### src/design/sdnc_pkg.sv
// Shared widths, field packing and the interval and note tables of the scale-degree controller.
package sdnc_pkg;

  localparam int unsigned OctW  = 3;
  localparam int unsigned RootW = 4;
  localparam int unsigned ModeW = 3;
  localparam int unsigned PosW  = 2;
  localparam int unsigned FreqW = 11;
  localparam int unsigned KeyW  = 8;

  localparam int unsigned InDataW  = 8;
  localparam int unsigned OutDataW = 24;

  localparam logic [OctW-1:0]  OctaveTop  = 3'd5;
  localparam logic [RootW-1:0] RootReset  = 4'd8;
  localparam logic [ModeW-1:0] ModeReset  = 3'd5;
  localparam logic [4:0]       NotesOct   = 5'd12;
  localparam logic [ModeW-1:0] ModeLast   = 3'd6;

  // Bit positions of the buttons in the key vector.
  localparam int unsigned KeyA      = 0;
  localparam int unsigned KeyB      = 1;
  localparam int unsigned KeySelect = 2;
  localparam int unsigned KeyStart  = 3;
  localparam int unsigned KeyUp     = 4;
  localparam int unsigned KeyDown   = 5;
  localparam int unsigned KeyLeft   = 6;
  localparam int unsigned KeyRight  = 7;

  // Semitone offset of a scale degree in a given mode.
  function automatic logic [3:0] interval_lut(input logic [2:0] mode, input logic [2:0] deg);
    logic [31:0] row;
    begin
      case (mode)
        3'd0:    row = 32'hC_B_9_7_5_4_2_0;
        3'd1:    row = 32'hC_A_9_7_5_3_2_0;
        3'd2:    row = 32'hC_A_8_7_5_3_1_0;
        3'd3:    row = 32'hC_B_9_7_6_4_2_0;
        3'd4:    row = 32'hC_A_9_7_5_4_2_0;
        3'd5:    row = 32'hC_A_8_7_5_3_2_0;
        3'd6:    row = 32'hC_A_8_6_5_3_1_0;
        default: row = 32'h0;
      endcase
      interval_lut = row[{deg, 2'b00} +: 4];
    end
  endfunction

  // Tone register code for a note within an octave.
  function automatic logic [10:0] freq_lut(input logic [3:0] note, input logic [2:0] oct);
    logic [10:0] c0, c1, c2, c3, c4, c5, c6;
    logic [10:0] res;
    begin
      case (note)
        4'd0: begin
          c0=11'h02C; c1=11'h416; c2=11'h60B; c3=11'h706; c4=11'h782; c5=11'h7C1;
          c6=11'h7E0;
        end
        4'd1: begin
          c0=11'h09D; c1=11'h44E; c2=11'h627; c3=11'h714; c4=11'h789; c5=11'h7C4;
          c6=11'h7E2;
        end
        4'd2: begin
          c0=11'h107; c1=11'h483; c2=11'h642; c3=11'h721; c4=11'h790; c5=11'h7C8;
          c6=11'h7E4;
        end
        4'd3: begin
          c0=11'h16B; c1=11'h4B5; c2=11'h65B; c3=11'h72D; c4=11'h796; c5=11'h7CB;
          c6=11'h7E5;
        end
        4'd4: begin
          c0=11'h1CA; c1=11'h4E5; c2=11'h672; c3=11'h739; c4=11'h79C; c5=11'h7CE;
          c6=11'h7E7;
        end
        4'd5: begin
          c0=11'h223; c1=11'h511; c2=11'h689; c3=11'h744; c4=11'h7A2; c5=11'h7D1;
          c6=11'h7E8;
        end
        4'd6: begin
          c0=11'h277; c1=11'h53C; c2=11'h69E; c3=11'h74F; c4=11'h7A7; c5=11'h7D3;
          c6=11'h7E9;
        end
        4'd7: begin
          c0=11'h2C7; c1=11'h563; c2=11'h6B2; c3=11'h759; c4=11'h7AC; c5=11'h7D6;
          c6=11'h7EB;
        end
        4'd8: begin
          c0=11'h312; c1=11'h589; c2=11'h6C4; c3=11'h762; c4=11'h7B1; c5=11'h7D8;
          c6=11'h7EC;
        end
        4'd9: begin
          c0=11'h358; c1=11'h5AC; c2=11'h6D6; c3=11'h76B; c4=11'h7B5; c5=11'h7DA;
          c6=11'h7ED;
        end
        4'd10: begin
          c0=11'h39B; c1=11'h5CE; c2=11'h6E7; c3=11'h773; c4=11'h7B9; c5=11'h7DC;
          c6=11'h7EE;
        end
        4'd11: begin
          c0=11'h3DA; c1=11'h5ED; c2=11'h6F7; c3=11'h77B; c4=11'h7BD; c5=11'h7DE;
          c6=11'h7EF;
        end
        default: begin
          c0='0; c1='0; c2='0; c3='0; c4='0; c5='0; c6='0;
        end
      endcase
      case (oct)
        3'd0:    res = c0;
        3'd1:    res = c1;
        3'd2:    res = c2;
        3'd3:    res = c3;
        3'd4:    res = c4;
        3'd5:    res = c5;
        3'd6:    res = c6;
        default: res = '0;
      endcase
      freq_lut = res;
    end
  endfunction

endpackage

### src/design/sdnc_lookup.sv
// Scale-degree lookup: interval table, octave carry with clamping and note table.
module sdnc_lookup import sdnc_pkg::*; (
  input  logic [RootW-1:0] root_i,
  input  logic [ModeW-1:0] mode_i,
  input  logic [OctW-1:0]  octave_i,
  input  logic [2:0]       degree_i,
  output logic [FreqW-1:0] freq_o
);

  logic [4:0]      sum;
  logic            carry;
  logic [3:0]      note;
  logic [OctW:0]   oct_sum;
  logic [OctW-1:0] oct_play;

  always_comb begin
    sum   = {1'b0, root_i} + {1'b0, interval_lut(mode_i, degree_i)};
    carry = (sum >= NotesOct);
    note  = carry ? 4'(sum - NotesOct) : sum[3:0];
    // Past the top octave the note is played in the top octave.
    oct_sum  = {1'b0, octave_i} + {{OctW{1'b0}}, carry};
    oct_play = (oct_sum > {1'b0, OctaveTop}) ? OctaveTop : oct_sum[OctW-1:0];
    freq_o   = freq_lut(note, oct_play);
  end

endmodule

### src/design/scale_degree_note_controller.sv
// Top level of the scale-degree note controller: key edge logic, state and result register.
//
// The block takes one item per video frame on the slave stream: the levels of eight
// buttons. For each item it returns exactly one result item on the master stream,
// carrying a tone trigger or silence flag, the 11-bit frequency code of the picked
// scale degree and the octave, root and mode after this frame's update.
//
// All of the work for an item is done by shallow combinational logic between the
// accepted item and the result register, so the result is registered at the
// accepting edge, and one item can be accepted in every cycle while the receiver
// keeps taking results. The result register decouples the two sides: a new item
// is accepted while the held result is being taken in the same cycle, so a waiting
// receiver costs no throughput unless it actually stalls.
//
// When the receiver stalls, the result is held and s_axis_tready stays low until
// it is taken, so nothing is lost or repeated. Reset clears the previous key
// levels, octave, position and sounding flag, sets the root to A flat and the mode
// to Aeolian, and empties the result register.
module scale_degree_note_controller import sdnc_pkg::*; (
  input  logic                clk_i,
  input  logic                rst_ni,
  input  logic                s_axis_tvalid,
  output logic                s_axis_tready,
  // key_a, key_b, key_select, key_start, key_up, key_down, key_left_shoulder,
  // key_right_shoulder, bits 0 to 7.
  input  logic [InDataW-1:0]  s_axis_tdata,
  output logic                m_axis_tvalid,
  input  logic                m_axis_tready,
  // note_start [0], note_stop [1], freq_code [12:2], octave_now [15:13],
  // root_now [19:16], mode_now [22:20], zero [23].
  output logic [OutDataW-1:0] m_axis_tdata
);

  logic [KeyW-1:0]     prev_q, prev_d;
  logic [OctW-1:0]     octave_q, octave_d;
  logic [RootW-1:0]    root_q, root_d;
  logic [ModeW-1:0]    mode_q, mode_d;
  logic [PosW-1:0]     pos_q, pos_d;
  logic                sounding_q, sounding_d;
  logic                out_valid_q;
  logic [OutDataW-1:0] out_data_q, out_data_d;

  logic [KeyW-1:0]  keys, hit;
  logic             key_a, key_b, sel, st;
  logic             note_start, note_stop;
  logic [4:0]       root_sum;
  logic [RootW-1:0] root_step;
  logic             root_move;
  logic [2:0]       degree;
  logic [FreqW-1:0] freq_lookup, freq_code;
  logic             accept;

  // Take a new item whenever the result register is empty or being emptied.
  assign s_axis_tready = !out_valid_q || m_axis_tready;
  assign accept        = s_axis_tvalid && s_axis_tready;
  assign m_axis_tvalid = out_valid_q;
  assign m_axis_tdata  = out_data_q;

  assign keys  = s_axis_tdata;
  assign hit   = keys & ~prev_q;
  assign key_a = keys[KeyA];
  assign key_b = keys[KeyB];
  assign sel   = keys[KeySelect];
  assign st    = keys[KeyStart];

  always_comb begin
    // Octave: up wins over down unless already at the top, both stop at the limits.
    octave_d = octave_q;
    if (hit[KeyUp] && octave_q < OctaveTop) begin
      octave_d = octave_q + 3'd1;
    end else if (hit[KeyDown] && octave_q != '0) begin
      octave_d = octave_q - 3'd1;
    end

    // Root: with start alone a fifth down or up, with start and select a semitone.
    root_step = '0;
    root_move = 1'b0;
    if (st && hit[KeyLeft]) begin
      root_step = sel ? 4'd11 : 4'd5;
      root_move = 1'b1;
    end else if (st && hit[KeyRight]) begin
      root_step = sel ? 4'd1 : 4'd7;
      root_move = 1'b1;
    end
    root_sum = {1'b0, root_q} + {1'b0, root_step};
    root_d   = root_q;
    if (root_move) begin
      root_d = (root_sum >= NotesOct) ? 4'(root_sum - NotesOct) : root_sum[3:0];
    end

    // Mode: with select alone, step down or up through the seven modes.
    mode_d = mode_q;
    if (sel && !st && hit[KeyLeft]) begin
      mode_d = (mode_q == '0) ? ModeLast : mode_q - 3'd1;
    end else if (sel && !st && hit[KeyRight]) begin
      mode_d = (mode_q >= ModeLast) ? '0 : mode_q + 3'd1;
    end

    // Silence once both A and B are released.
    note_stop  = !key_a && !key_b && sounding_q;
    sounding_d = sounding_q && !note_stop;

    pos_d = pos_q;
    if (!st && !sel) begin
      pos_d = {keys[KeyRight], keys[KeyLeft]};
    end

    // B picks the odd degree of the pair, A the even one.
    degree     = {pos_d, ~key_b};
    note_start = !sounding_d && (key_a || key_b);
    if (note_start) begin
      sounding_d = 1'b1;
    end
    freq_code = note_start ? freq_lookup : '0;

    prev_d     = keys;
    out_data_d = {1'b0, mode_d, root_d, octave_d, freq_code, note_stop, note_start};
  end

  sdnc_lookup u_lookup (
    .root_i   (root_d),
    .mode_i   (mode_d),
    .octave_i (octave_d),
    .degree_i (degree),
    .freq_o   (freq_lookup)
  );

  always_ff @(posedge clk_i or negedge rst_ni) begin
    if (!rst_ni) begin
      prev_q      <= '0;
      octave_q    <= '0;
      root_q      <= RootReset;
      mode_q      <= ModeReset;
      pos_q       <= '0;
      sounding_q  <= 1'b0;
      out_valid_q <= 1'b0;
    end else begin
      if (accept) begin
        prev_q      <= prev_d;
        octave_q    <= octave_d;
        root_q      <= root_d;
        mode_q      <= mode_d;
        pos_q       <= pos_d;
        sounding_q  <= sounding_d;
        out_valid_q <= 1'b1;
      end else if (m_axis_tready) begin
        out_valid_q <= 1'b0;
      end
    end
  end

  always_ff @(posedge clk_i) begin
    if (accept) begin
      out_data_q <= out_data_d;
    end
  end

endmodule

### config.mk
export PLATFORM = sky130hd
export DESIGN_NAME = scale_degree_note_controller
export DESIGN_NICKNAME = d
export VERILOG_FILES = /design/src/design/sdnc_pkg.sv /design/src/design/sdnc_lookup.sv /design/src/design/scale_degree_note_controller.sv
export SDC_FILE = /design/constraint.sdc
export NUM_CORES = 1
export LEC_CHECK = 0
export ABC_AREA = 1
export BUFFER_PORTS_ARGS = -buffer_cell sky130_fd_sc_hd__buf_2
export CAP_MARGIN = 20
export CORE_MARGIN = 2
export CORE_UTILIZATION = 56
export CTS_CLUSTER_SIZE = 30
export DETAILED_ROUTE_END_ITERATION = 7
export GPL_TIMING_DRIVEN = 0
export PLACE_DENSITY = 0.77
export REMOVE_ABC_BUFFERS = 1
export SKIP_LAST_GASP = 1
export SLEW_MARGIN = 10
export SYNTH_ARGS = -nofsm -noshare
export SYNTH_HDL_FRONTEND = slang
export SYNTH_SLANG_ARGS = --single-unit
export TNS_END_PERCENT = 50
### constraint.sdc
create_clock -name clk_i -period 7.3 [get_ports clk_i]
set_input_delay 0.365 -clock clk_i [delete_from_list [all_inputs] [get_ports clk_i]]
set_output_delay 0.365 -clock clk_i [all_outputs]
set_load 0.01 [all_outputs]
==> qor.csv, run 1 <==
metric,value,unit
wl_per_cell,12.8,µm
ctsHtreeMaxLevel,2,
ios,38,
overflow,0,
drc,0,
nets,584,
ys_async_sr_fraction,43.9,%
startpoint_type,flip-flop,
max_cap_violations,0,
seq_area,1140,µm²
outcome,finished clean,
layout_common_cells,"nand2_1 (157), inv_1 (66), nand3_1 (60), nor2_1 (50), buf_2 (36)",
ys_types,41,
numCtsBuffers,5,
drive_gt1_share,14.2,%
cts_tree,done,
fin_ws,989,ps
fin_crit,6310,ps
die_h,83.3,µm
post_cts_buffers,0,
drtIter0Drc,171,
clock.fmax,158,MHz
ys_ff_latch,41,
dp_hpwl,5.87,mm
grt_pass1_wl,13.7,mm
relSlewSlack,50.4,%
cp-end-kind,flip-flop,
ys_seq_area_share,32.5,%
placed_area,3760,µm²
gp_congestion,0.895,
synth_largest_area_cell,edfxtp_1,
postCtsResizedCells,0,
max_stage_delay,580,ps
core-area,5990,µm²
yosysWarnings,0,
multiInputGateArea,2070,µm²
crit_path_frequent_cell,nand2_1,
rsz0062_at_grt,false,
clock_latency,310,ps
antenna_left,0,
portBuffers,36,
syn_to_final_growth,10.3,%
fin_crit_sh,86.4,%
maxSlewViolCount,0,
cts.sinks,41,
die_area,6940,µm²
synth_edf_count,23,
track_usage,23.6,%
synthTopCellsByArea,"edfxtp_1 (20%), nand2_1 (17%), dfrtp_1 (11%), ha_1 (11%), nand3_1 (8.5%)",
ys.flop_type,edfxtp_1,
synth_top_area_share,19.6,%
critPathRequiredTime,7450,ps
fp.dieW,83.3,µm
path_max_fanout,11,
hold_viol_final,0,
tightest_slew,741,ps
clk_pin_slew,100,ps
cts.path.max_buffers,2,
vias,3350,
antenna_found_initial,0,
core.rowCount,28,
synth_area,3520,µm²
setup_tns,0,ps
final_area,3890,µm²
num-fill-cells,553,
hp-class,in -> reg,
setup-violations-final,0,
grt_pass1_vias,3275,
final_common_cell,nand2_1,
critical_path_arrival,6460,ps
drtPass1Iterations,5,
netlist_instances,501,
initial_core_util,58.8,%
avgSynthCellArea,7.03,µm²
antenna_cells,0,
critPathKind,reg -> reg,
wl,7.88,mm
ff2ff_setup_slack,990,ps
grt_max_degree,33,
fin_skew,13.3,ps
slowest_stage,nor2_1,
dpl_worst_slack,1060,ps
vias_per_cell,5.44,
clockRootBuffer,clkbuf_8,
-- layout make-up --
| type | count | area share [%] |
|---|---|---|
| Clock buffer | 5 | 1.77 |
| Multi-Input combinational cell | 383 | 53.1 |
| Clock inverter | 3 | 0.644 |
| Inverter | 71 | 6.98 |
| Timing Repair Buffer | 38 | 5.60 |
| Sequential cell | 41 | 29.4 |
| Tap cell | 75 | 2.41 |
-- synth_stat cells, drive strengths merged (2+ instances only) --
cell / instances
buf: 4
ha: 30
nand3: 64
edfxtp: 23
o211ai: 3
nand2: 167
dfrtp: 15
nand3b: 2
a21oi: 7
o21ai: 32
inv: 68
nor3: 2
dfstp: 3
clkinv: 3
xor2: 4
clkbuf: 2
fa: 2
a31oi: 4
nor2: 55
nand4: 3
o21bai: 2
-- what timing repair did --
item / CTS / global route
endpoints found under the setup margin: 0 / 0
hold endpoints to repair: 15 / 0
hold buffers: 1 / 0
-- logic make-up after synthesis --
group           count (synthesis)  synth area share, %
compound gates                 50                 8.42
simple gates                  295                 37.1
other cells                     1                0.106
buf+inv                        77                 8.88
fa+ha+maj                      32                 11.8
flops                          41                 32.5
xor+xnor                        5                 1.24
-- per-layer routing --
layer	up-vias	GRT usage (%)	part of all wire, %
met5	-	0	0
met4	0	11.8	2.4
met3	17	3.28	5.9
met2	120	40.6	48
met1	1522	28.8	44
li1	1691	-	-
-- registers in the layout, summed over array words and instances, names as in the netlist --
| name | count |
|---|---|
| octave_q | 3 |
| prev_q | 4 |
| pos_q | 2 |
| m_axis_tvalid | 1 |
| root_q | 4 |
| mode_q | 3 |
| m_axis_tdata | 23 |
| sounding_q | 1 |
-- worst paths after layout --
check,depth (start not counted),endpoint,from
setup / recovery,38,m_axis_tdata[5],prev_q[6]
hold / removal,3,prev_q[6],s_axis_tdata[6]
min in group asynchronous,2,mode_q[1],rst_ni
hold reg to reg,2,prev_q[6],prev_q[6]
setup reg to reg,38,m_axis_tdata[5],prev_q[6]
max in group asynchronous,2,root_q[3],rst_ni
-- through the flow --
| stage | std cells | util, % | hold slack (ps) |
|---|---|---|---|
| 3_5_place_dp | 606 | 62.7 | 317 |
| 5_1_grt | 616 | 64.9 | 331 |
| 6_report | 616 | 64.9 | 332 |
| 3_3_place_gp | 606 | 62.7 | 319 |
| 2_1_floorplan | 495 | - | 69.4 |
| 4_1_cts | 615 | 64.4 | 326 |
-- critical path, delay by kind of cell, from the launching register on --
| kind | cells | cell delay [ps] |
|---|---|---|
| AOI/OAI and AO/OA | 6 | 1130 |
| xor gates and xnor gates | 1 | 180 |
| adders and majority gates | 6 | 1560 |
| buffers and inverters | 7 | 630 |
| DFF | 1 | 390 |
| and+or+nand+nor | 18 | 2220 |
Power of run 1 is left out: the tool's default activity adds up to more than one toggle a clock period on the data nets, which glitch-free logic cannot reach.
==> inputs of run 2 (changes only) <==
==> constraint.sdc (replaced) <==
create_clock -name clk_i -period 6.3 [get_ports clk_i]
set_input_delay 0.315 -clock clk_i [delete_from_list [all_inputs] [get_ports clk_i]]
set_output_delay 0.315 -clock clk_i [all_outputs]
set_load 0.01 [all_outputs]
==> qor.csv, run 2 (synthesis results as in run 1) <==
metric,value,unit,change
placed_area,3760,µm²,unchanged
critPathRequiredTime,6450,ps,-1000 ps
rsz0062_at_grt,false,,
drive_gt1_share,15.5,%,+1.2 points
dp_hpwl,5.87,mm,unchanged
core.rowCount,28,,unchanged
layout_common_cells,"nand2_1 (157), inv_1 (65), nand3_1 (59), nor2_1 (48), buf_2 (36)",,
final_area,3930,µm²,+1.2%
grt_pass1_vias,3275,,unchanged
initial_core_util,58.8,%,unchanged
critical_path_arrival,5970,ps,-490 ps
hp-class,in -> reg,,
clock_latency,310,ps,about the same
cp-end-kind,flip-flop,,
grt_pass1_wl,13.7,mm,unchanged
antenna_left,0,,unchanged
crit_end,m_axis_tdata[5],,
rr_endpoint,m_axis_tdata[5],,
startpoint_type,flip-flop,,
grt_max_degree,33,,unchanged
maxSlewViolCount,0,,unchanged
gp_congestion,0.895,,unchanged
ctsHtreeMaxLevel,2,,unchanged
die_h,83.3,µm,unchanged
crit_buf_inv,7,,unchanged
outcome,finished clean,,
largest_reg_flops,23,,unchanged
critical-path-top-delay-family,simple AND/OR/NAND/NOR gates,,
fin_crit_sh,92.4,%,+6.0 points
setup_tns,0,ps,unchanged
die_area,6940,µm²,unchanged
nets,586,,+0.34%
cts.sinks,41,,unchanged
tightest_slew,729,ps,-12.2 ps
antenna_found_initial,0,,unchanged
crit_cells,38,,unchanged
ff2ff_setup_slack,480,ps,-510 ps
relSlewSlack,51.3,%,+0.87 points
max_cap_violations,0,,unchanged
drc,0,,unchanged
overflow,0,,unchanged
core-area,5990,µm²,unchanged
cts.path.max_buffers,2,,unchanged
vias_per_cell,5.54,,+1.9%
crit_start,prev_q[6],,
wl,8.16,mm,+3.5%
path_max_fanout,6,,-5
wl_per_cell,13.2,µm,+3.2%
whs,283,ps,-48.9 ps
num-fill-cells,547,,-1.1%
fp.dieW,83.3,µm,unchanged
max_stage_delay,390,ps,-190 ps
worstRegToRegCells,38,,unchanged
numCtsBuffers,5,,unchanged
clk_pin_slew,90,ps,about the same
crit_path_frequent_cell,nand2_1,,
critPathKind,reg -> reg,,
drtPass1Iterations,5,,unchanged
clock.fmax,172,MHz,+8.4%
drtIter0Drc,189,,+11%
portBuffers,36,,unchanged
final_common_cell,nand2_1,,
fin_crit,5820,ps,-488 ps
syn_to_final_growth,11.6,%,
clockRootBuffer,clkbuf_8,,
antenna_cells,0,,unchanged
r2r-start,prev_q[6],,
fin_skew,13.5,ps,+0.208 ps
cts_tree,done,,
setup-violations-final,0,,unchanged
slowest_stage,dfrtp_1,,
ios,38,,unchanged
track_usage,23.6,%,unchanged
vias,3426,,+2.3%
hold_viol_final,0,,unchanged
==> run 2: worst min-delay path by stage <==
stage	from	to	slack [ps]	depth (start not counted)
2_1_floorplan	rst_ni	m_axis_tvalid	20	0
3_3_place_gp	rst_ni	mode_q[1]	270	1
3_5_place_dp	rst_ni	mode_q[1]	270	1
4_1_cts	m_axis_tready	m_axis_tvalid	280	4
5_1_grt	s_axis_tdata[6]	prev_q[6]	280	3
6_report	s_axis_tdata[6]	prev_q[6]	280	3
==> run 2: area by class of cell <==
| class | instances | area [µm²] | share of cell area, % |
|---|---|---|---|
| Clock inverter | 3 | 25.0 | 0.636 |
| Sequential cell | 41 | 1140 | 29.1 |
| Timing Repair Buffer | 39 | 225 | 5.73 |
| Tap cell | 75 | 93.8 | 2.39 |
| Inverter | 71 | 272 | 6.90 |
| Multi-Input combinational cell | 384 | 2100 | 53.5 |
| Clock buffer | 5 | 68.8 | 1.75 |
==> run 2: timing repair <==
item | in CTS | in global routing
hold buffers | 1 | 0
setup endpoints to repair | 0 | 11
setup buffers | 0 | 1
resized for setup | 0 | 9
hold endpoints to repair | 15 | 0
==> run 2: per-stage QoR <==
| step | setup slack [ps] | util (%) | cells |
|---|---|---|---|
| final | 478 | 65.6 | 618 |
| after global routing | 70.9 | 65.6 | 618 |
| after CTS | 102 | 64.4 | 615 |
| after detailed placement | 109 | 62.7 | 606 |
| after global placement | 233 | 62.7 | 606 |
| after floorplan | 1080 | - | 495 |
==> run 2: worst register-to-register path, delay by kind of cell (launching register included) <==
family | cells | cell delay, ps
AOI/OAI and AO/OA | 6 | 910
xor gates and xnor gates | 1 | 180
adders and majority gates | 6 | 1560
buffers and inverters | 7 | 670
DFF | 1 | 390
and+or+nand+nor | 18 | 1920
==> run 2: per-layer routing <==
layer	track usage [%]	wire length [µm]	vias up
li1	-	-	1695
met1	28.8	3470	1568
met2	40.6	3940	138
met3	3.28	504	25
met4	11.8	242	0
met5	0	0	-
Power of run 2 is left out for the same reason.
==> inputs of run 3 (changes only) <==
--- a/config.mk
+++ b/config.mk
@@ -6,7 +6,7 @@
 export NUM_CORES = 1
 export LEC_CHECK = 0
 export ABC_AREA = 1
-export BUFFER_PORTS_ARGS = -buffer_cell sky130_fd_sc_hd__buf_2
+export BUFFER_PORTS_ARGS = -buffer_cell sky130_fd_sc_hd__buf_4
 export CAP_MARGIN = 20
 export CORE_MARGIN = 2
 export CORE_UTILIZATION = 56
==> qor.csv, run 3 (synthesis results as in run 1) <==
metric,value,unit,change
grt_pass1_wl,13.4,mm,-1.9%
nets,589,,+0.51%
numCtsBuffers,5,,unchanged
largest_reg_flops,23,,unchanged
critPathRequiredTime,6460,ps,about the same
core-area,5990,µm²,unchanged
fin_crit_sh,93.2,%,+0.79 points
fin_ws,428,ps,-50.1 ps
antenna_found_initial,0,,unchanged
dpl_worst_slack,93.2,ps,-16.0 ps
gp_congestion,0.909,,+1.5%
wl_per_cell,12.5,µm,-5.0%
path_max_fanout,11,,+5
ios,38,,unchanged
die_h,83.3,µm,unchanged
initial_core_util,58.8,%,unchanged
hp-class,in -> reg,,
clock_latency,310,ps,about the same
critPathKind,reg -> reg,,
max_cap_violations,0,,unchanged
crit_buf_inv,7,,unchanged
slowest_stage,dfrtp_1,,
fin_skew,17.9,ps,+4.40 ps
antenna_cells,0,,unchanged
cts.path.max_buffers,2,,unchanged
vias,3341,,-2.5%
fp.dieW,83.3,µm,unchanged
cts.sinks,41,,unchanged
drtPass1Iterations,4,,-1
startpoint_type,flip-flop,,
vias_per_cell,5.38,,-3.0%
final_common_cell,nand2_1,,
antenna_left,0,,unchanged
outcome,finished clean,,
die_area,6940,µm²,unchanged
clockRootBuffer,clkbuf_8,,
drc,0,,unchanged
grt_max_degree,33,,unchanged
setup-violations-final,0,,unchanged
hold_viol_final,0,,unchanged
ctsHtreeMaxLevel,2,,unchanged
tightest_slew,753,ps,+24.7 ps
dp_hpwl,5.79,mm,-1.3%
core.rowCount,28,,unchanged
drtIter0Drc,195,,+3.2%
syn_to_final_growth,14.2,%,
critical-path-top-delay-family,simple AND/OR/NAND/NOR gates,,
cp-end-kind,flip-flop,,
clock.fmax,170,MHz,-0.85%
cts_tree,done,,
critical_path_arrival,6030,ps,+60 ps
wl,7.78,mm,-4.6%
maxSlewViolCount,0,,unchanged
layout_common_cells,"nand2_1 (157), inv_1 (65), nand3_1 (60), nor2_1 (48), buf_4 (41)",,
track_usage,23.1,%,-0.50 points
portBuffers,36,,unchanged
clk_pin_slew,90,ps,about the same
drive_gt1_share,15.8,%,+0.28 points
overflow,0,,unchanged
max_stage_delay,390,ps,about the same
grt_pass1_vias,3093,,-5.6%
relSlewSlack,49.7,%,-1.6 points
fin_crit,5870,ps,+50.1 ps
## run 3: layer usage
metal	part of all wire, %	up-vias	track usage (%)	wire length [µm]
met1	46	1525	30.7	3580
met5	0	-	0	0
met2	47	106	38.7	3660
met3	5.6	11	3.18	434
met4	1.4	0	7.75	108
li1	-	1699	-	-
## run 3: path summary, 6_finish.rpt
| kind | start | end | slack, ps | cells past startpoint |
|---|---|---|---|---|
| worst max-delay path | prev_q[6] | m_axis_tdata[5] | 430 | 38 |
| worst min-delay path | m_axis_tready | m_axis_tvalid | 290 | 4 |
| worst max register to register | prev_q[6] | m_axis_tdata[5] | 430 | 38 |
| worst min register to register | pos_q[1] | pos_q[1] | 490 | 2 |
| max in group asynchronous | rst_ni | mode_q[2] | 5620 | 2 |
| min in group asynchronous | rst_ni | root_q[1] | 420 | 2 |
## run 3: what timing repair did
action,4_1_cts,5_1_grt
buffers inserted,0,5
hold endpoints to repair,15,0
hold buffers,1,0
endpoints found under the setup margin,0,11
resized for setup,0,6
## run 3: through the flow
stage	setup TNS (ps)	cells	hold WS [ps]	cell area [µm²]	util, %
finish	0	621	289	4020	67.1
global route	-48.5	621	307	4020	67.1
CTS	0	615	288	3940	65.8
detailed placement	0	606	200	3850	64.2
global placement	0	606	202	3850	64.2
floorplan	0	495	19.4	3480	-
## run 3: tightest hold or removal path, delay by kind of cell
family	cells	cell delay, ps
and+or+nand+nor	2	140
buffers and inverters	2	110
## run 3: layout make-up
| class | instances | area (µm²) |
|---|---|---|
| sequential | 41 | 1140 |
| inverter | 71 | 272 |
| timing repair buffer | 43 | 345 |
| tap | 75 | 93.8 |
| clock inverter | 3 | 16.3 |
| clock buffer | 5 | 68.8 |
| multi-input combinational | 383 | 2080 |
| fill | 515 | 1970 |
Power of run 3 is left out for the same reason.
